===== src/sv/rwp_pkg.sv =====
package rwp_pkg;

	localparam int unsigned SMP_W  = 24;
	localparam int unsigned RATE_W = 18;
	localparam int unsigned CODE_W = 4;

	localparam logic [1:0] CFG_TOTAL_LENGTH = 2'd0;
	localparam logic [1:0] CFG_BYTE_LIMIT   = 2'd1;
	localparam logic [1:0] CFG_FRAME_LIMIT  = 2'd2;

	localparam logic [CODE_W-1:0] ST_OK          = 4'd0;
	localparam logic [CODE_W-1:0] ST_TOO_LARGE   = 4'd1;
	localparam logic [CODE_W-1:0] ST_NOT_WAVE    = 4'd2;
	localparam logic [CODE_W-1:0] ST_OVERRUN     = 4'd3;
	localparam logic [CODE_W-1:0] ST_TWO_FMT     = 4'd4;
	localparam logic [CODE_W-1:0] ST_BAD_FMT     = 4'd5;
	localparam logic [CODE_W-1:0] ST_TWO_DATA    = 4'd6;
	localparam logic [CODE_W-1:0] ST_MISSING     = 4'd7;
	localparam logic [CODE_W-1:0] ST_PARTIAL     = 4'd8;
	localparam logic [CODE_W-1:0] ST_TOO_LONG    = 4'd9;
	localparam logic [CODE_W-1:0] ST_DATA_FIRST  = 4'd10;

	localparam int unsigned OUT_DATA_W = 56;

	typedef enum logic [2:0] {
		PH_HEADER,
		PH_CHDR,
		PH_FMT,
		PH_DATA,
		PH_SKIP,
		PH_PAD,
		PH_DONE
	} phase_t;

	typedef struct packed {
		logic                     smp_v;
		logic signed [SMP_W-1:0]  smp;
		logic                     chan;
		logic                     st_v;
		logic [CODE_W-1:0]        code;
		logic [1:0]               cc;
		logic [RATE_W-1:0]        rate;
	} event_t;

endpackage


===== src/sv/rwp_fifo.sv =====
module rwp_fifo #(
	parameter int unsigned WIDTH = 8,
	parameter int unsigned DEPTH = 4
) (
	input  logic             clk,
	input  logic             arst_n,
	input  logic             push,
	input  logic [WIDTH-1:0] wdata,
	input  logic             pop,
	output logic [WIDTH-1:0] rdata,
	output logic             full,
	output logic             empty
);

	localparam int unsigned AW = (DEPTH > 1) ? $clog2(DEPTH) : 1;
	localparam int unsigned CW = $clog2(DEPTH + 1);

	logic [WIDTH-1:0] mem_q [DEPTH];
	logic [AW-1:0]    wptr_q, rptr_q;
	logic [CW-1:0]    cnt_q;

	function automatic logic [AW-1:0] nxt(input logic [AW-1:0] p);
		return (p == AW'(DEPTH - 1)) ? '0 : p + AW'(1);
	endfunction

	assign full  = (cnt_q == CW'(DEPTH));
	assign empty = (cnt_q == '0);
	assign rdata = mem_q[rptr_q];

	always_ff @(posedge clk) begin
		if (push)
			mem_q[wptr_q] <= wdata;
	end

	always_ff @(posedge clk or negedge arst_n) begin
		if (!arst_n) begin
			wptr_q <= '0;
			rptr_q <= '0;
			cnt_q  <= '0;
		end else begin
			if (push)
				wptr_q <= nxt(wptr_q);
			if (pop)
				rptr_q <= nxt(rptr_q);
			if (push && !pop)
				cnt_q <= cnt_q + CW'(1);
			else if (pop && !push)
				cnt_q <= cnt_q - CW'(1);
		end
	end

	a_no_overflow: assert property (@(posedge clk) disable iff (!arst_n) !(push && full))
		else $error("push into full queue");
	a_no_underflow: assert property (@(posedge clk) disable iff (!arst_n) !(pop && empty))
		else $error("pop from empty queue");
	a_count_track: assert property (@(posedge clk) disable iff (!arst_n)
		(push && !pop) |=> !empty)
		else $error("queue lost an entry");

endmodule


===== src/sv/rwp_front.sv =====
module rwp_front (
	input  logic                  clk,
	input  logic                  arst_n,
	input  logic                  cfg_we,
	input  logic [1:0]            cfg_idx,
	input  logic [31:0]           cfg_wdata,
	input  logic                  byte_go,
	input  logic [7:0]            byte_in,
	output logic                  ev_push,
	output rwp_pkg::event_t       ev
);

	localparam logic [31:0] TAG_FMT  = 32'h666D7420;
	localparam logic [31:0] TAG_DATA = 32'h64617461;

	logic [31:0] total_q, blim_q, flim_q;
	rwp_pkg::phase_t phase_q, phase_n;
	logic [31:0] rem_q, rem_n;
	logic [5:0]  off_q, off_n;
	logic [31:0] tag_q, tag_n;
	logic [31:0] csize_q, csize_n;
	logic        pad_q, pad_n;
	logic        fseen_q, fseen_n;
	logic        dseen_q, dseen_n;
	logic [15:0] words_q [8];
	logic [15:0] words_n [8];
	logic        gbad_q, gbad_n;
	logic [23:0] gath_q, gath_n;
	logic [1:0]  sbc_q, sbc_n;
	logic        chan_q, chan_n;
	logic [1:0]  r3_q, r3_n;
	logic [34:0] lf_q;

	logic [3:0]  err;
	logic        do_end;
	logic        active;
	logic [31:0] size_f;
	logic [23:0] gg;
	logic        divisible;
	logic        w24;
	logic [4:0]  dsum;

	function automatic logic [7:0] hdr_byte(input logic [3:0] p);
		unique case (p)
			4'd0:    return 8'h52;
			4'd1:    return 8'h49;
			4'd2:    return 8'h46;
			4'd3:    return 8'h46;
			4'd8:    return 8'h57;
			4'd9:    return 8'h41;
			4'd10:   return 8'h56;
			4'd11:   return 8'h45;
			default: return 8'h00;
		endcase
	endfunction

	function automatic logic [7:0] guid_byte(input logic [3:0] p);
		unique case (p)
			4'd0:    return 8'h01;
			4'd6:    return 8'h10;
			4'd8:    return 8'h80;
			4'd11:   return 8'hAA;
			4'd13:   return 8'h38;
			4'd14:   return 8'h9B;
			4'd15:   return 8'h71;
			default: return 8'h00;
		endcase
	endfunction

	function automatic logic [1:0] mod3(input logic [4:0] v);
		unique case (v)
			5'd0, 5'd3, 5'd6, 5'd9, 5'd12, 5'd15:  return 2'd0;
			5'd1, 5'd4, 5'd7, 5'd10, 5'd13, 5'd16: return 2'd1;
			5'd2, 5'd5, 5'd8, 5'd11, 5'd14, 5'd17: return 2'd2;
			default:                               return 2'd0;
		endcase
	endfunction

	function automatic logic fmt_ok(input logic [5:0] o, input logic [15:0] w [8],
		input logic gb);
		logic [31:0] rate;
		logic [15:0] ch, bits, align;
		logic        ext;
		rate  = {w[3], w[2]};
		ch    = w[1];
		bits  = w[7];
		ext   = (w[0] == 16'hFFFE);
		align = (bits == 16'd16) ? {ch[14:0], 1'b0} : (ch + {ch[14:0], 1'b0});
		if (o < 6'd16)
			return 1'b0;
		if (ext && (o < 6'd40 || gb))
			return 1'b0;
		if (!ext && w[0] != 16'd1)
			return 1'b0;
		if (ch < 16'd1 || ch > 16'd2)
			return 1'b0;
		if (rate < 32'd8000 || rate > 32'd192000)
			return 1'b0;
		if (bits != 16'd16 && bits != 16'd24)
			return 1'b0;
		return w[6] == align;
	endfunction

	assign w24 = (words_q[7] == 16'd24);
	assign active = byte_go && (phase_q != rwp_pkg::PH_DONE) && (rem_q != '0);

	always_comb begin
		phase_n = phase_q;
		rem_n   = rem_q;
		off_n   = off_q;
		tag_n   = tag_q;
		csize_n = csize_q;
		pad_n   = pad_q;
		fseen_n = fseen_q;
		dseen_n = dseen_q;
		words_n = words_q;
		gbad_n  = gbad_q;
		gath_n  = gath_q;
		sbc_n   = sbc_q;
		chan_n  = chan_q;
		r3_n    = r3_q;
		err     = rwp_pkg::ST_OK;
		do_end  = 1'b0;
		size_f  = csize_q;
		gg      = gath_q;
		divisible = 1'b0;
		dsum    = 5'({3'b0, byte_in[1:0]}) + 5'(byte_in[3:2]) + 5'(byte_in[5:4])
			+ 5'(byte_in[7:6]) + 5'(r3_q);
		ev      = '0;
		ev_push = 1'b0;

		if (active) begin
			rem_n = rem_q - 32'd1;
			unique case (phase_q)
				rwp_pkg::PH_HEADER: begin
					if (off_q == 6'd0 && total_q > blim_q)
						err = rwp_pkg::ST_TOO_LARGE;
					else if (off_q == 6'd0 && total_q < 32'd12)
						err = rwp_pkg::ST_NOT_WAVE;
					else if ((off_q < 6'd4 || off_q >= 6'd8) && byte_in != hdr_byte(off_q[3:0]))
						err = rwp_pkg::ST_NOT_WAVE;
					if (off_q >= 6'd11) begin
						phase_n = rwp_pkg::PH_CHDR;
						off_n   = '0;
					end else
						off_n = off_q + 6'd1;
				end
				rwp_pkg::PH_CHDR: begin
					off_n = off_q + 6'd1;
					if (off_q < 6'd4) begin
						tag_n = {tag_q[23:0], byte_in};
						r3_n  = '0;
					end else begin
						r3_n = mod3(dsum);
						unique case (off_q[1:0])
							2'd0: size_f[7:0]   = byte_in;
							2'd1: size_f[15:8]  = byte_in;
							2'd2: size_f[23:16] = byte_in;
							default: size_f[31:24] = byte_in;
						endcase
						csize_n = size_f;
					end
					if (off_q == 6'd7) begin
						unique case ({words_q[1][1], w24})
							2'b00: divisible = !size_f[0];
							2'b01: divisible = (r3_n == 2'd0);
							2'b10: divisible = (size_f[1:0] == 2'd0);
							default: divisible = !size_f[0] && (r3_n == 2'd0);
						endcase
						off_n = '0;
						if (size_f >= rem_q)
							err = rwp_pkg::ST_OVERRUN;
						else begin
							pad_n = size_f[0];
							if (tag_q == TAG_FMT) begin
								if (fseen_q)
									err = rwp_pkg::ST_TWO_FMT;
								else begin
									for (int i = 0; i < 8; i++)
										words_n[i] = '0;
									gbad_n  = 1'b0;
									phase_n = rwp_pkg::PH_FMT;
									if (size_f == '0)
										err = rwp_pkg::ST_BAD_FMT;
								end
							end else if (tag_q == TAG_DATA) begin
								if (dseen_q)
									err = rwp_pkg::ST_TWO_DATA;
								else if (!fseen_q)
									err = rwp_pkg::ST_DATA_FIRST;
								else if (!divisible)
									err = rwp_pkg::ST_PARTIAL;
								else if ({3'b0, size_f} > lf_q)
									err = rwp_pkg::ST_TOO_LONG;
								else begin
									dseen_n = 1'b1;
									gath_n  = '0;
									sbc_n   = '0;
									chan_n  = 1'b0;
									phase_n = rwp_pkg::PH_DATA;
									do_end  = (size_f == '0);
								end
							end else begin
								phase_n = rwp_pkg::PH_SKIP;
								do_end  = (size_f == '0);
							end
						end
					end
				end
				rwp_pkg::PH_FMT: begin
					if (off_q < 6'd16) begin
						if (off_q[0])
							words_n[off_q[3:1]][15:8] = byte_in;
						else
							words_n[off_q[3:1]][7:0] = byte_in;
					end else if (off_q == 6'd16)
						gath_n = {16'd0, byte_in};
					else if (off_q == 6'd17) begin
						if ({byte_in, gath_q[7:0]} < 16'd22)
							gbad_n = 1'b1;
					end else if (off_q >= 6'd24 && off_q < 6'd40) begin
						if (byte_in != guid_byte(4'(off_q - 6'd24)))
							gbad_n = 1'b1;
					end
					if (off_q < 6'd63)
						off_n = off_q + 6'd1;
					csize_n = csize_q - 32'd1;
					if (csize_q == 32'd1) begin
						do_end = 1'b1;
						if (fmt_ok(off_n, words_n, gbad_n))
							fseen_n = 1'b1;
						else
							err = rwp_pkg::ST_BAD_FMT;
					end
				end
				rwp_pkg::PH_DATA: begin
					gg = gath_q;
					unique case (sbc_q)
						2'd0: gg[7:0]   = byte_in;
						2'd1: gg[15:8]  = byte_in;
						default: gg[23:16] = byte_in;
					endcase
					gath_n = gg;
					sbc_n  = sbc_q + 2'd1;
					if (sbc_n >= (w24 ? 2'd3 : 2'd2)) begin
						ev.smp_v = 1'b1;
						ev.smp   = w24 ? gg : {gg[15:0], 8'd0};
						ev.chan  = chan_q;
						chan_n   = (words_q[1] == 16'd2) ? !chan_q : 1'b0;
						gath_n   = '0;
						sbc_n    = '0;
					end
					csize_n = csize_q - 32'd1;
					do_end  = (csize_q == 32'd1);
				end
				rwp_pkg::PH_SKIP: begin
					csize_n = csize_q - 32'd1;
					do_end  = (csize_q == 32'd1);
				end
				rwp_pkg::PH_PAD: begin
					pad_n   = 1'b0;
					off_n   = '0;
					phase_n = rwp_pkg::PH_CHDR;
				end
				default: ;
			endcase

			if (do_end) begin
				gath_n  = '0;
				off_n   = '0;
				tag_n   = '0;
				csize_n = '0;
				phase_n = pad_n ? rwp_pkg::PH_PAD : rwp_pkg::PH_CHDR;
			end

			if (err != rwp_pkg::ST_OK || rem_q == 32'd1) begin
				ev.st_v = 1'b1;
				ev.code = (err != rwp_pkg::ST_OK) ? err :
					((fseen_n && dseen_n) ? rwp_pkg::ST_OK : rwp_pkg::ST_MISSING);
				ev.cc   = fseen_n ? words_n[1][1:0] : 2'd0;
				ev.rate = fseen_n ? {words_n[3][1:0], words_n[2]} : '0;
				phase_n = rwp_pkg::PH_DONE;
			end
			ev_push = ev.smp_v || ev.st_v;
		end

		if (cfg_we && cfg_idx == rwp_pkg::CFG_TOTAL_LENGTH) begin
			phase_n = rwp_pkg::PH_HEADER;
			rem_n   = cfg_wdata;
			off_n   = '0;
			tag_n   = '0;
			csize_n = '0;
			pad_n   = 1'b0;
			fseen_n = 1'b0;
			dseen_n = 1'b0;
			for (int i = 0; i < 8; i++)
				words_n[i] = '0;
			gbad_n  = 1'b0;
			gath_n  = '0;
			sbc_n   = '0;
			chan_n  = 1'b0;
			r3_n    = '0;
		end
	end

	always_ff @(posedge clk or negedge arst_n) begin
		if (!arst_n) begin
			total_q <= '0;
			blim_q  <= '1;
			flim_q  <= '1;
			phase_q <= rwp_pkg::PH_HEADER;
			rem_q   <= '0;
			off_q   <= '0;
			tag_q   <= '0;
			csize_q <= '0;
			pad_q   <= 1'b0;
			fseen_q <= 1'b0;
			dseen_q <= 1'b0;
			for (int i = 0; i < 8; i++)
				words_q[i] <= '0;
			gbad_q  <= 1'b0;
			gath_q  <= '0;
			sbc_q   <= '0;
			chan_q  <= 1'b0;
			r3_q    <= '0;
			lf_q    <= '0;
		end else begin
			if (cfg_we && cfg_idx == rwp_pkg::CFG_TOTAL_LENGTH)
				total_q <= cfg_wdata;
			if (cfg_we && cfg_idx == rwp_pkg::CFG_BYTE_LIMIT)
				blim_q <= cfg_wdata;
			if (cfg_we && cfg_idx == rwp_pkg::CFG_FRAME_LIMIT)
				flim_q <= cfg_wdata;
			phase_q <= phase_n;
			rem_q   <= rem_n;
			off_q   <= off_n;
			tag_q   <= tag_n;
			csize_q <= csize_n;
			pad_q   <= pad_n;
			fseen_q <= fseen_n;
			dseen_q <= dseen_n;
			words_q <= words_n;
			gbad_q  <= gbad_n;
			gath_q  <= gath_n;
			sbc_q   <= sbc_n;
			chan_q  <= chan_n;
			r3_q    <= r3_n;
			unique case ({words_q[1][1], w24})
				2'b00: lf_q <= {2'b0, flim_q, 1'b0};
				2'b01: lf_q <= {3'b0, flim_q} + {2'b0, flim_q, 1'b0};
				2'b10: lf_q <= {1'b0, flim_q, 2'b0};
				default: lf_q <= {2'b0, flim_q, 1'b0} + {1'b0, flim_q, 2'b0};
			endcase
		end
	end

endmodule


===== src/sv/rwp_back.sv =====
module rwp_back (
	input  logic                                clk,
	input  logic                                arst_n,
	input  rwp_pkg::event_t                     head,
	input  logic                                empty,
	output logic                                pop,
	output logic                                m_axis_tvalid,
	input  logic                                m_axis_tready,
	output logic [rwp_pkg::OUT_DATA_W-1:0]      m_axis_tdata,
	output logic                                m_axis_tuser,
	output logic                                m_axis_tlast
);

	rwp_pkg::event_t ent_q;
	logic            psmp_q, pst_q;
	logic            xfer, fin;

	assign m_axis_tvalid = psmp_q || pst_q;
	assign xfer          = m_axis_tvalid && m_axis_tready;
	assign fin           = xfer && !(psmp_q && pst_q);
	assign pop           = (!m_axis_tvalid || fin) && !empty;

	assign m_axis_tuser  = !psmp_q;
	assign m_axis_tlast  = !psmp_q;
	assign m_axis_tdata  = psmp_q ?
		{7'd0, 18'd0, 2'd0, 4'd0, ent_q.chan, ent_q.smp} :
		{7'd0, ent_q.rate, ent_q.cc, ent_q.code, 1'b0, 24'd0};

	always_ff @(posedge clk) begin
		if (pop)
			ent_q <= head;
	end

	always_ff @(posedge clk or negedge arst_n) begin
		if (!arst_n) begin
			psmp_q <= 1'b0;
			pst_q  <= 1'b0;
		end else if (pop) begin
			psmp_q <= head.smp_v;
			pst_q  <= head.st_v;
		end else if (xfer) begin
			if (psmp_q)
				psmp_q <= 1'b0;
			else
				pst_q <= 1'b0;
		end
	end

endmodule


===== src/sv/riff_wave_pcm_stream_parser.sv =====
// RIFF WAVE PCM parser: takes one file byte per cycle on s_axis while the event queue
// is not full and no cfg write is pending, and queues each decoded sample (Q1.23, channel
// index in tdata) when its last byte arrives, then one status transfer with tlast. A byte
// that completes both a sample and the file yields two output transfers, the sample
// first and then the status. A queue of FIFO_DEPTH events lets the parser run ahead of
// a stalled output. Write total_length (index 0) before each file; the write re-arms
// the parser. Samples sent before an error status should be discarded.
module riff_wave_pcm_stream_parser #(
	parameter int unsigned FIFO_DEPTH = 4
) (
	input  logic                               clk,
	input  logic                               arst_n,
	input  logic                               s_axis_tvalid,
	output logic                               s_axis_tready,
	input  logic [7:0]                         s_axis_tdata,  // file_byte
	output logic                               m_axis_tvalid,
	input  logic                               m_axis_tready,
	// sample_value[23:0], channel_index[24], status_code[28:25],
	// channel_count[30:29], sample_rate[48:31], zero[55:49]
	output logic [rwp_pkg::OUT_DATA_W-1:0]     m_axis_tdata,
	output logic                               m_axis_tuser,  // is_status
	output logic                               m_axis_tlast,  // last
	input  logic                               cfg_valid,
	output logic                               cfg_ready,
	input  logic [1:0]                         cfg_index,
	input  logic [31:0]                        cfg_data
);

	localparam int unsigned EV_W = $bits(rwp_pkg::event_t);

	rwp_pkg::event_t ev, head;
	logic            ev_push, full, empty, pop, byte_go, cfg_we;

	assign cfg_ready     = 1'b1;
	assign cfg_we        = cfg_valid && cfg_ready;
	assign s_axis_tready = !full && !cfg_valid;
	assign byte_go       = s_axis_tvalid && s_axis_tready;

	rwp_front u_front (
		.clk       (clk),
		.arst_n    (arst_n),
		.cfg_we    (cfg_we),
		.cfg_idx   (cfg_index),
		.cfg_wdata (cfg_data),
		.byte_go   (byte_go),
		.byte_in   (s_axis_tdata),
		.ev_push   (ev_push),
		.ev        (ev)
	);

	rwp_fifo #(
		.WIDTH (EV_W),
		.DEPTH (FIFO_DEPTH)
	) u_fifo (
		.clk    (clk),
		.arst_n (arst_n),
		.push   (ev_push),
		.wdata  (ev),
		.pop    (pop),
		.rdata  (head),
		.full   (full),
		.empty  (empty)
	);

	rwp_back u_back (
		.clk           (clk),
		.arst_n        (arst_n),
		.head          (head),
		.empty         (empty),
		.pop           (pop),
		.m_axis_tvalid (m_axis_tvalid),
		.m_axis_tready (m_axis_tready),
		.m_axis_tdata  (m_axis_tdata),
		.m_axis_tuser  (m_axis_tuser),
		.m_axis_tlast  (m_axis_tlast)
	);

endmodule


===== config.mk =====
export PLATFORM = sky130hd
export DESIGN_NAME = riff_wave_pcm_stream_parser
export DESIGN_NICKNAME = d
export VERILOG_FILES = /design/src/sv/rwp_pkg.sv /design/src/sv/rwp_fifo.sv /design/src/sv/rwp_front.sv /design/src/sv/rwp_back.sv /design/src/sv/riff_wave_pcm_stream_parser.sv
export SDC_FILE = /design/constraint.sdc
export NUM_CORES = 2
export LEC_CHECK = 0
export BUFFER_PORTS_ARGS = -buffer_cell sky130_fd_sc_hd__buf_2
export CAP_MARGIN = 20
export CORE_ASPECT_RATIO = 0.6
export CORE_MARGIN = 1.5
export CORE_UTILIZATION = 50
export DETAILED_ROUTE_END_ITERATION = 12
export PLACE_DENSITY = 0.69
export SYNTH_ARGS = -nofsm -noshare
export SYNTH_HDL_FRONTEND = slang
export SYNTH_SLANG_ARGS = --single-unit

===== constraint.sdc =====
create_clock -name clk -period 6.5 [get_ports clk]
set_clock_uncertainty 0.2 [all_clocks]
set_input_delay 0.975 -clock clk [delete_from_list [all_inputs] [get_ports clk]]
set_output_delay 0.975 -clock clk [all_outputs]
set_load 0.05 [all_outputs]

==> flow_summary.html <==
<table>
<tr><th>Metric</th><th>Value</th></tr>
<tr><th colspan="2">Global routing</th></tr>
<tr><td>Initial antenna violation count</td><td>7</td></tr>
<tr><td>Global router's overall resource usage</td><td>29.8%</td></tr>
<tr><td>Residual overflow from global routing</td><td>0</td></tr>
<tr><td>Vias in the first global route</td><td>26.4k</td></tr>
<tr><td>Pin count of the biggest net entering global routing</td><td>143</td></tr>
<tr><td>First-pass GRT wire length</td><td>166 mm</td></tr>
<tr><th colspan="2">Die</th></tr>
<tr><td>Die outline width</td><td>348 um</td></tr>
<tr><td>Placement row count</td><td>75</td></tr>
<tr><td>Overall die height</td><td>210 um</td></tr>
<tr><td>Initial Utilization</td><td>50.8%</td></tr>
<tr><td>CORE AREA</td><td>0.0703 mm^2</td></tr>
<tr><td>Die Area</td><td>0.0731 mm^2</td></tr>
<tr><td>Top Ports</td><td>108</td></tr>
<tr><th colspan="2">Timing</th></tr>
<tr><td>Post-route minimum period</td><td>6.51 ns</td></tr>
<tr><td>RSZ-0062 raised after global routing</td><td>true</td></tr>
<tr><td>Final setup fails</td><td>1</td></tr>
<tr><td>Count of final max-slew check failures</td><td>0</td></tr>
<tr><td>Post-route fraction of the period consumed by the critical path</td><td>100%</td></tr>
<tr><td>Max-slew headroom at the worst pin</td><td>28.1%</td></tr>
<tr><td>Final worst setup slack</td><td>-0.0137 ns</td></tr>
<tr><td>Max Fclk</td><td>0.154 GHz</td></tr>
<tr><td>Tightest Pin Transition</td><td>1.07 ns</td></tr>
<tr><td>Total count of hold-check failures in the final report</td><td>0</td></tr>
<tr><th colspan="2">Synth</th></tr>
<tr><td>Portion of the post-synthesis area used by sequential elements</td><td>47.7%</td></tr>
<tr><td>Count of yosys warnings during synthesis</td><td>0</td></tr>
<tr><td>Cell taking the most area after synthesis</td><td>sky130_fd_sc_hd__dfrtp_1</td></tr>
<tr><td>Area of the mapped netlist</td><td>0.0357 mm^2</td></tr>
<tr><td>Post-synthesis sequential element count</td><td>627</td></tr>
<tr><td>Largest cells by area after synthesis</td><td>sky130_fd_sc_hd__dfrtp_1, sky130_fd_sc_hd__edfxtp_1, sky130_fd_sc_hd__ha_1, sky130_fd_sc_hd__dfstp_2, sky130_fd_sc_hd__nand2_1</td></tr>
<tr><td>Cell with the most instances after synthesis</td><td>sky130_fd_sc_hd__nand2_1</td></tr>
<tr><td>Number of distinct library cells after synthesis</td><td>103</td></tr>
<tr><td>Synth cell count leaders</td><td>sky130_fd_sc_hd__nand2_1, sky130_fd_sc_hd__dfrtp_1, sky130_fd_sc_hd__edfxtp_1</td></tr>
<tr><td>Post-synth EDFFs</td><td>253</td></tr>
<tr><td>Primary FF master, synth</td><td>sky130_fd_sc_hd__dfrtp_1</td></tr>
<tr><td>Mapped Cells</td><td>3443</td></tr>
<tr><td>Avg Cell Area, Syn</td><td>10.4 um^2</td></tr>
<tr><td>Share of the synthesized area in the top cell type</td><td>21.7%</td></tr>
<tr><td>Share of synthesized flip-flops with an asynchronous set or reset</td><td>59.6%</td></tr>
<tr><th colspan="2">Routing</th></tr>
<tr><td>Detailed Routing Iterations Pass 1</td><td>7</td></tr>
<tr><td>Mean number of vias per cell</td><td>6.31</td></tr>
<tr><td>Count of vias placed by the detailed router</td><td>28.9k</td></tr>
<tr><td>Count of unresolved DRC violations after routing</td><td>0</td></tr>
<tr><td>Wirelength, routed</td><td>110 mm</td></tr>
<tr><td>Number of routed nets with antenna violations</td><td>0</td></tr>
<tr><td>Starting DRT DRC Count</td><td>4097</td></tr>
<tr><td>Average detailed-routed wire length per instance</td><td>24.0 um</td></tr>
<tr><th colspan="2">Run status</th></tr>
<tr><td>Violated checks</td><td>setup timing</td></tr>
<tr><td>Result of the run</td><td>finished with violations</td></tr>
<tr><th colspan="2">Setup path</th></tr>
<tr><td>Delay of the slowest cell on the worst path</td><td>0.57 ns</td></tr>
<tr><td>Register-to-register setup slack</td><td>0.11 ns</td></tr>
<tr><td>Most numerous cell on the critical path</td><td>sky130_fd_sc_hd__fa_1</td></tr>
<tr><td>Worst-path maximum fanout</td><td>4</td></tr>
<tr><td>Start-to-end type of the worst setup path</td><td>input pin to flip-flop</td></tr>
<tr><td>Beginning of the critical path</td><td>s_axis_tdata[0]</td></tr>
<tr><td>Critical-path top delay cell</td><td>sky130_fd_sc_hd__or4b_4</td></tr>
<tr><td>Type of element launching the critical path</td><td>input pin</td></tr>
<tr><td>Launching point of the worst reg2reg path</td><td>u_front.off_q[1]</td></tr>
<tr><td>FF-to-FF path depth</td><td>18</td></tr>
<tr><td>Category of the worst setup path capture point</td><td>flip-flop</td></tr>
<tr><td>Arrival time of data at the critical path endpoint</td><td>6.86 ns</td></tr>
<tr><td>End of the worst register-to-register path</td><td>u_front.words_q[3]</td></tr>
<tr><td>Endpoint required time on the critical path</td><td>6.85 ns</td></tr>
<tr><th colspan="2">Layout</th></tr>
<tr><td>Share of layout cells above drive strength 1</td><td>18.6%</td></tr>
<tr><td>Layout-stage area growth over the synthesis result</td><td>13.7%</td></tr>
<tr><td>Post-route cell area</td><td>0.0406 mm^2</td></tr>
<tr><td>Fin nets</td><td>3827</td></tr>
<tr><td># fillers</td><td>5889</td></tr>
<tr><td>Non-filler cells, final</td><td>4578</td></tr>
<tr><th colspan="2">Clocking</th></tr>
<tr><td>Number of sinks on the clock net</td><td>627</td></tr>
<tr><td>Register clock-pin slew on the reported worst setup and hold paths</td><td>0.07 ns</td></tr>
<tr><td>CTS Buf Count</td><td>59</td></tr>
<tr><td>Clock tree root buffer cell</td><td>sky130_fd_sc_hd__clkbuf_16</td></tr>
<tr><td>Depth of the CTS H-tree</td><td>2</td></tr>
<tr><td>Max Root-Sink Buffers</td><td>3</td></tr>
<tr><td>Clock latency reported for the late side of the worst-skew pair</td><td>0.69 ns</td></tr>
<tr><td># hold bufs at CTS</td><td>0</td></tr>
<tr><td>Clock tree from TritonCTS</td><td>done</td></tr>
<tr><th colspan="2">Placement</th></tr>
<tr><td>Final weighted congestion of routability-driven global placement</td><td>1.03</td></tr>
<tr><td>Placement-stage worst setup slack</td><td>-0.796 ns</td></tr>
<tr><td>Cell Area, Placed</td><td>0.0383 mm^2</td></tr>
<tr><td>Placed wire-length estimate after detailed placement</td><td>79.1 mm</td></tr>
<tr><td>Count of buffers from port buffering</td><td>99</td></tr>
<tr><td>Count of placed standard cells including taps</td><td>4455</td></tr>
<tr><th colspan="2">Pwr</th></tr>
<tr><td>Post-layout power</td><td>0.0167 W</td></tr>
<tr><td>Leakage power</td><td>17.0 nW</td></tr>
<tr><td>Peak VDD IR</td><td>281 uV</td></tr>
<tr><td>Power per Cell Area</td><td>412 mW/mm^2</td></tr>
<tr><th colspan="2">Hold path</th></tr>
<tr><td>Worst hold path type</td><td>input pin to async pin</td></tr>
<tr><th colspan="2">Flow run</th></tr>
<tr><td>Max-cap violations</td><td>0</td></tr>
</table>
## state kept, by name, indices dropped and copies added (netlist names), 2 cells and up
name	cells
u_front.sbc_q	2
u_fifo.cnt_q	3
u_front.blim_q	32
u_front.rem_q	32
u_front.flim_q	32
u_front.words_q	96
u_front.tag_q	32
u_fifo.mem_q	204
u_front.total_q	32
u_fifo.rptr_q	2
u_front.csize_q	32
u_fifo.wptr_q	2
u_back.ent_q	49
u_front.phase_q	3
u_front.r3_q	2
u_front.lf_q	35
u_front.off_q	6
u_front.gath_q	24
## where the power goes
part	leakage, nW	internal, W	switching, W
sequential	7.13	0.00499	0.000659
combinational	8.95	0.00276	0.00467
clock	0.967	0.00203	0.00162
total	17.0	0.00978	0.00695
## routing by layer
metal	routed length, um	global-route usage, %	vias to the layer above
met5	27	0	-
met4	1490	4.80	4
met1	53200	49.7	13997
met2	38900	35.2	1679
met3	16200	11.4	120
li1	-	-	13072
## through the flow
| stage | setup TNS (ns) | utilization (%) | hold WS [ns] |
|---|---|---|---|
| final | -0.0137 | 57.8 | 0.00522 |
| after global routing | -3.18 | 57.8 | 0.0230 |
| after CTS | 0 | 57.5 | 0.00441 |
| after detailed placement | -171.63 | 54.5 | 0.269 |
| after global placement | -154.44 | 54.5 | 0.257 |
| after floorplan | -32.42 | - | 0.241 |
## layout make-up
class                   instances  area (um^2)  share of cell area [%]
repair buffers                294         2270                    5.59
diodes                          1         2.50                 0.00616
clock buffers                  79         1630                    4.02
clock inverters                33          415                    1.02
well taps                     924         1160                    2.85
inverters                     169          634                    1.56
flip-flops and latches        627        17000                    42.0
multi-input cells            2451        17400                    43.0
## worst max path at each step
stage | end | slack [ns] | cells past startpoint
6_report | u_fifo.cnt_q[1] | -0.01 | 25
5_1_grt | u_fifo.cnt_q[1] | -0.23 | 25
4_1_cts | u_fifo.cnt_q[1] | 0.01 | 25
3_5_place_dp | u_fifo.cnt_q[1] | -0.80 | 25
3_3_place_gp | u_fifo.cnt_q[1] | -0.74 | 25
2_1_floorplan | u_fifo.cnt_q[1] | -0.32 | 24
## cell families (layout without fill, tap and decap cells)
| family | count (synthesis) | in the layout | share of synthesized area [%] |
|---|---|---|---|
| compound gates | 883 | 883 | 16.7 |
| fa+ha+maj | 181 | 181 | 6.47 |
| flops | 627 | 627 | 47.7 |
| xor+xnor | 79 | 79 | 1.94 |
| buf+inv | 371 | 575 | 4.10 |
| mux | 211 | 211 | 8.16 |
| simple gates | 1089 | 1089 | 15.0 |
| other cells | 2 | 9 | 0.0210 |
## worst max-delay path, delay by kind of cell
kind / cells / cell delay (ns)
adders and majority gates: 8 / 2.76
buffers and inverters: 6 / 0.50
and+or+nand+nor: 2 / 1.07
AOI/OAI and AO/OA: 7 / 1.10
muxes: 1 / 0.27
xor gates and xnor gates: 1 / 0.17
## layout by cell type, fill, tap and decap left out, drive strengths merged, types with 64 or more instances in the layout
| cell | count |
|---|---|
| a21oi | 172 |
| a22o | 100 |
| buf | 290 |
| clkbuf | 83 |
| dfrtp | 310 |
| dfstp | 64 |
| edfxtp | 253 |
| ha | 171 |
| inv | 168 |
| mux2 | 91 |
| mux2i | 65 |
| nand2 | 389 |
| nand3 | 72 |
| nor2 | 213 |
| nor3 | 82 |
| o21ai | 248 |
## repair_timing
action                                  in CTS  in global routing
pin swaps                                    3                  6
endpoints found under the setup margin       1                251
setup buffers                                1                  4
cloned                                       0                  4
resized for setup                            4                 12
Power figures use the tool's default switching activity.
